$ cat src/hw/rtl/tts_pkg.sv
// Shared types and constants of the triangle tangent-space block.
`timescale 1ns / 1ps
`default_nettype none
package tts_pkg;
   localparam int Q14_UNIT = 16384;

   // Vector selector for the shared unit-length scaler.
   typedef enum logic [1:0] {
      VEC_NORMAL    = 2'd0,
      VEC_TANGENT   = 2'd1,
      VEC_BITANGENT = 2'd2
   } vec_sel_type;

   // Commands from the controller to the datapath.
   typedef struct packed {
      logic        load_vtx;
      logic        slot;
      logic        calc_edges;
      logic        calc_prod;
      logic        calc_raw;
      logic        norm_start;
      vec_sel_type norm_sel;
      logic        norm_store;
      logic        rsp_load;
   } ctrl_cmd_type;

   // Status from the datapath to the controller.
   typedef struct packed {
      logic norm_done;
   } dp_status_type;
endpackage
`default_nettype wire

$ cat src/hw/rtl/tts_ctrl.sv
// Controller state machine: sequences vertices, products and normalizations.
`timescale 1ns / 1ps
`default_nettype none
module tts_ctrl (
   input  wire logic                   clock,
   input  wire logic                   reset,
   input  wire logic                   req_tvalid,
   output logic                        req_tready,
   input  wire logic                   rsp_tready,
   output logic                        rsp_tvalid,
   output tts_pkg::ctrl_cmd_type       cmd,
   input  wire tts_pkg::dp_status_type status
);
   typedef enum logic [3:0] {
      S_IDLE, S_EDGE, S_PROD, S_RAW, S_NSTART, S_NWAIT, S_OUT
   } state_type;

   state_type            state_ff, state_in;
   logic [1:0]           phase_ff, phase_in;
   tts_pkg::vec_sel_type sel_ff, sel_in;
   logic                 rv_ff, rv_in;
   logic                 accept;

   // Input is taken in idle; the output register may still hold a result
   // except when a new one has to be written into it.
   assign req_tready = (state_ff == S_IDLE);
   assign accept     = req_tvalid && req_tready;
   assign rsp_tvalid = rv_ff;

   always_comb begin
      state_in = state_ff;
      phase_in = phase_ff;
      sel_in   = sel_ff;
      rv_in    = rv_ff && !rsp_tready;
      cmd      = '0;
      cmd.slot = phase_ff[0];
      cmd.norm_sel = sel_ff;
      case (state_ff)
         S_IDLE: begin
            if (accept) begin
               if (phase_ff == 2'd2) begin
                  cmd.calc_edges = 1'b1;
                  phase_in = 2'd0;
                  state_in = S_PROD;
               end else begin
                  cmd.load_vtx = 1'b1;
                  phase_in = phase_ff + 2'd1;
               end
            end
         end
         S_EDGE: state_in = S_PROD;
         S_PROD: begin
            cmd.calc_prod = 1'b1;
            state_in = S_RAW;
         end
         S_RAW: begin
            cmd.calc_raw = 1'b1;
            sel_in = tts_pkg::VEC_NORMAL;
            state_in = S_NSTART;
         end
         S_NSTART: begin
            cmd.norm_start = 1'b1;
            state_in = S_NWAIT;
         end
         S_NWAIT: begin
            if (status.norm_done) begin
               cmd.norm_store = 1'b1;
               case (sel_ff)
                  tts_pkg::VEC_NORMAL: begin
                     sel_in = tts_pkg::VEC_TANGENT;
                     state_in = S_NSTART;
                  end
                  tts_pkg::VEC_TANGENT: begin
                     sel_in = tts_pkg::VEC_BITANGENT;
                     state_in = S_NSTART;
                  end
                  default: state_in = S_OUT;
               endcase
            end
         end
         S_OUT: begin
            if (!rv_ff || rsp_tready) begin
               cmd.rsp_load = 1'b1;
               rv_in = 1'b1;
               state_in = S_IDLE;
            end
         end
         default: state_in = S_IDLE;
      endcase
   end

   always_ff @(posedge clock) begin
      if (reset) begin
         state_ff <= S_IDLE;
         phase_ff <= 2'd0;
         sel_ff   <= tts_pkg::VEC_NORMAL;
         rv_ff    <= 1'b0;
      end else begin
         state_ff <= state_in;
         phase_ff <= phase_in;
         sel_ff   <= sel_in;
         rv_ff    <= rv_in;
      end
   end
endmodule
`default_nettype wire

$ cat config.mk
export PLATFORM = sky130hd
export DESIGN_NAME = tts_ctrl
export DESIGN_NICKNAME = d
export VERILOG_FILES = /design/src/hw/rtl/tts_pkg.sv /design/src/hw/rtl/tts_ctrl.sv
export SDC_FILE = /design/constraint.sdc
export NUM_CORES = 1
export LEC_CHECK = 0
export BUFFER_PORTS_ARGS = -buffer_cell sky130_fd_sc_hd__buf_2
export CAP_MARGIN = 20
export CORE_MARGIN = 4
export CORE_UTILIZATION = 35
export CTS_CLUSTER_SIZE = 14
export DETAILED_ROUTE_END_ITERATION = 12
export HOLD_SLACK_MARGIN = 0.03
export PLACE_DENSITY_LB_ADDON = 0.3
export SETUP_SLACK_MARGIN = 0.15
export SLEW_MARGIN = 0
export SYNTH_ARGS = -nofsm -noshare
export SYNTH_HDL_FRONTEND = slang
export SYNTH_SLANG_ARGS = --single-unit
$ cat constraint.sdc
create_clock -name clock -period 3 [get_ports clock]
set_input_delay 0.45 -clock clock [delete_from_list [all_inputs] [get_ports clock]]
set_output_delay 0.45 -clock clock [all_outputs]
set_load 0.005 [all_outputs]
==> results.md <==
Logic synthesis:
- The gate count after technology mapping is 54.
- The number of unique standard cell types used by synthesis is 27.
- The synthesized design contains 8 register bits.
- The mapped netlist covers ~520 um2.
- Summed over all instances, the cell type with the most area after synthesis is dfxtp_1.
- Counting every net in the synthesized netlist gives 59.
- Ranked by total cell area, the synthesized netlist is headed by dfxtp_1 (31%), nor2b_1 (6.0%), nor2_1 (5.1%), a21oi_1 (4.8%), nor4b_4 (4.6%).
- During synthesis, Yosys emitted a total of 0 warnings.
- The post-synthesis sequential area ratio is 30.8%.
- The share of the synthesized area in the top cell type is 30.8%.
- A synthesized cell averages 9.62 um2.

Clock tree:
- The CTS tree is done.
- The clock transition at the registers of the reported paths is ~0.05 ns.
- Counting the buffers created by CTS gives 3.
- The number of post-CTS setup repair buffers is 0.
- The clock root buffer master is clkbuf_4.
- After clock tree synthesis, the repair step resized 0 gates.
- The number of buffers on the longest clock path is 2.
- The CTS H-tree depth is 1.
- The clock insertion delay at the later pin of the skew report is 0.25 ns.
- Counting every sink on the clock net gives 8.
- Hold repair after CTS inserted 0 buffers.

Final layout:
- The utilization of the core after routing is 44.4%.
- In the layout the commonest cells are buf_2 (16), dfxtp_1 (8), nor2_1 (7), nor2b_1 (5), a21oi_1 (5).
- After the last flow step, the layout net total stands at between 70 and 80.
- In the final layout, the multi-input gates occupy 318 um2.
- From synthesis to final layout, the design area changed by 15.4%.
- The share of post-route cells with drive strength above 1 is 41.2%.
- The count of cells in the finished layout, fillers not included, comes to 83.
- Across the whole layout, storage elements account for 160 um2.
- The repair_antennas step left the layout with diodes totalling 0.
- The filler cells instantiated in the layout total 143.
- The library cell used most frequently in the layout, excluding fill and tap cells, is buf_2.

STA:
- The final count of hold timing violations is 0.
- The total count of max-transition violations in the final report was 0.
- The number of setup violations in the final report is 0.
- The transition time at the pin with the least slew margin is roughly 0.53 ns.
- Setup repair after global routing left no endpoint under its margin.
- Headroom to the max-slew limit came out at between 60% and 70%.
- Counting I/O delays and the setup requirement, the final critical path takes 1.88 ns.
- The final-layout setup total negative slack is 0 ns.
- The highest clock rate is 532 MHz.
- The final critical path takes up 62.7% of the cycle.
- The clock arrives with approximately 0.0028 ns of skew.

Place:
- The half-perimeter wire length after placement is 756 um.
- After detailed placement, the design holds a cell count of 80.
- Routability-driven placement finished with a final weighted congestion of 0.623.
- The number of input and output port buffers inserted is 16.

Die:
- The die covers 2160 um2.
- The starting utilization of the core area is 38.5%.
- The area of the core is 1350 um2.
- From left edge to right edge, the die measures 46.5 um.
- In this run the count of I/O pins placed on the die edge is 17.
- From bottom edge to top edge, the die measures 46.5 um.
- In this run the core area contains 13 standard-cell rows.

Setup path:
- The worst setup path is launched from a register.
- Of all nets on the critical path, the largest fanout is 14.
- At the worst endpoint, the required time is approximately 2.6 ns.
- The type of the setup path with the least slack is register to output port.
- The worst setup path is captured at an output port.
- The arrival time of data at the critical path endpoint is 1.43 ns.

Global routing:
- The global routing usage summed across all routing layers is 12.1%.
- The number of antenna violations at the first check in global routing is 0.
- The leftover overflow at the end of global routing is 0.
- The maximum number of pins on one net before global-route repair is 15.
- The via count of the first global-routing pass came to just over 400.
- The first global-routing pass estimated 1820 um of wire.

Route:
- The via count normalized by instance count is roughly 5.2.
- Summed over all layers, the routed wires come to about 1000 um.
- The count of unresolved DRC violations after routing is 0.
- The routed layout has 432 vias.
- For this run, the detailed router's first-pass iteration total came to 4.
- The number of nets with antenna violations after detailed routing is 0.
- The iteration-0 DRC count of the detailed router is 2.
- In the final routed layout, each cell accounts on average for approximately 13 um.

Pwr:
- The worst supply voltage drop on vdd is 0.000243 V.
- The overall power consumption is 0.255 mW.
- For this design the static power due to leakage is 0.288 nW.
- The total power per unit cell area is 425 nW/um2.

Job:
- The max-cap violation count is 0.

Status:
- The flow ran to the end, and the final reports show no timing, DRC or antenna violations.

Min path:
- The classification of the worst-slack hold path is input port to register.
-- kinds of logic (layout without fill, tap and decap cells) --
group / count (synthesis) / after routing / synth area share [%]
buf+inv: 5 / 19 / 7.95
mux: 2 / 2 / 3.86
simple gates: 30 / 30 / 44.8
flops: 8 / 8 / 30.8
compound gates: 9 / 9 / 12.5
-- area by class of cell --
class	instances	area share (%)
timing repair buffer	16	13.4
tap	15	3.13
clock buffer	3	3.76
sequential	8	26.7
multi-input combinational	41	53.0
-- state kept, by name, indices dropped and copies added, names as in the netlist --
register,flops
phase_ff,2
rsp_tvalid,1
sel_ff,2
state_ff,3
-- synth_stat cells, drive strengths merged --
master and count:
nor4 1, nand2b 1, nor3 3, and4bb 1, mux2i 2, and4b 1, and2 1, a21oi 5
nand2 2, and2b 2, nor2 7, nor3b 2, a311oi 1, and3b 1, a221oi 1, buf 5
nor4b 3, nor2b 5, a21boi 1, dfxtp 8, a211o 1
-- per-layer routing --
metal / wire length, um / track usage [%] / up-vias
met5: 0 / 0 / -
met4: 10 / 10.2 / 0
met3: 49 / 2.34 / 2
met2: 467 / 17.3 / 9
met1: 520 / 15.3 / 198
li1: - / - / 223
-- worst max-delay path, cell delays in order (launching register included) --
cell and delay [ns]:
dfxtp_1 0.47, nor4b_4 0.43, nor2b_1 0.16, buf_2 0.11
-- stage by stage --
stage                     cell area [um2]  worst slack (ns)  hold slack [ns]
after detailed placement              577              1.39            0.531
after global routing                  599              1.04            0.517
after CTS                             599              1.11            0.517
after floorplan                       519              1.66            0.499
after global placement                577              1.42            0.526
final                                 599              1.12            0.521
-- final timing paths --
kind          startpoint           to  slack [ns]  cells after the start
min reg2reg  phase_ff[1]  phase_ff[1]        0.56                      2
min                reset   rsp_tvalid        0.52                      2
max reg2reg  state_ff[2]    sel_ff[0]        1.65                      3
max          state_ff[2]       cmd[9]        1.12                      3
-- power by group --
group          switching [mW]  total (mW)  internal (mW)
registers              0.0130       0.125          0.112
clock network          0.0343      0.0799         0.0456
logic                  0.0219      0.0495         0.0277
Power figures use the tool's default switching activity.
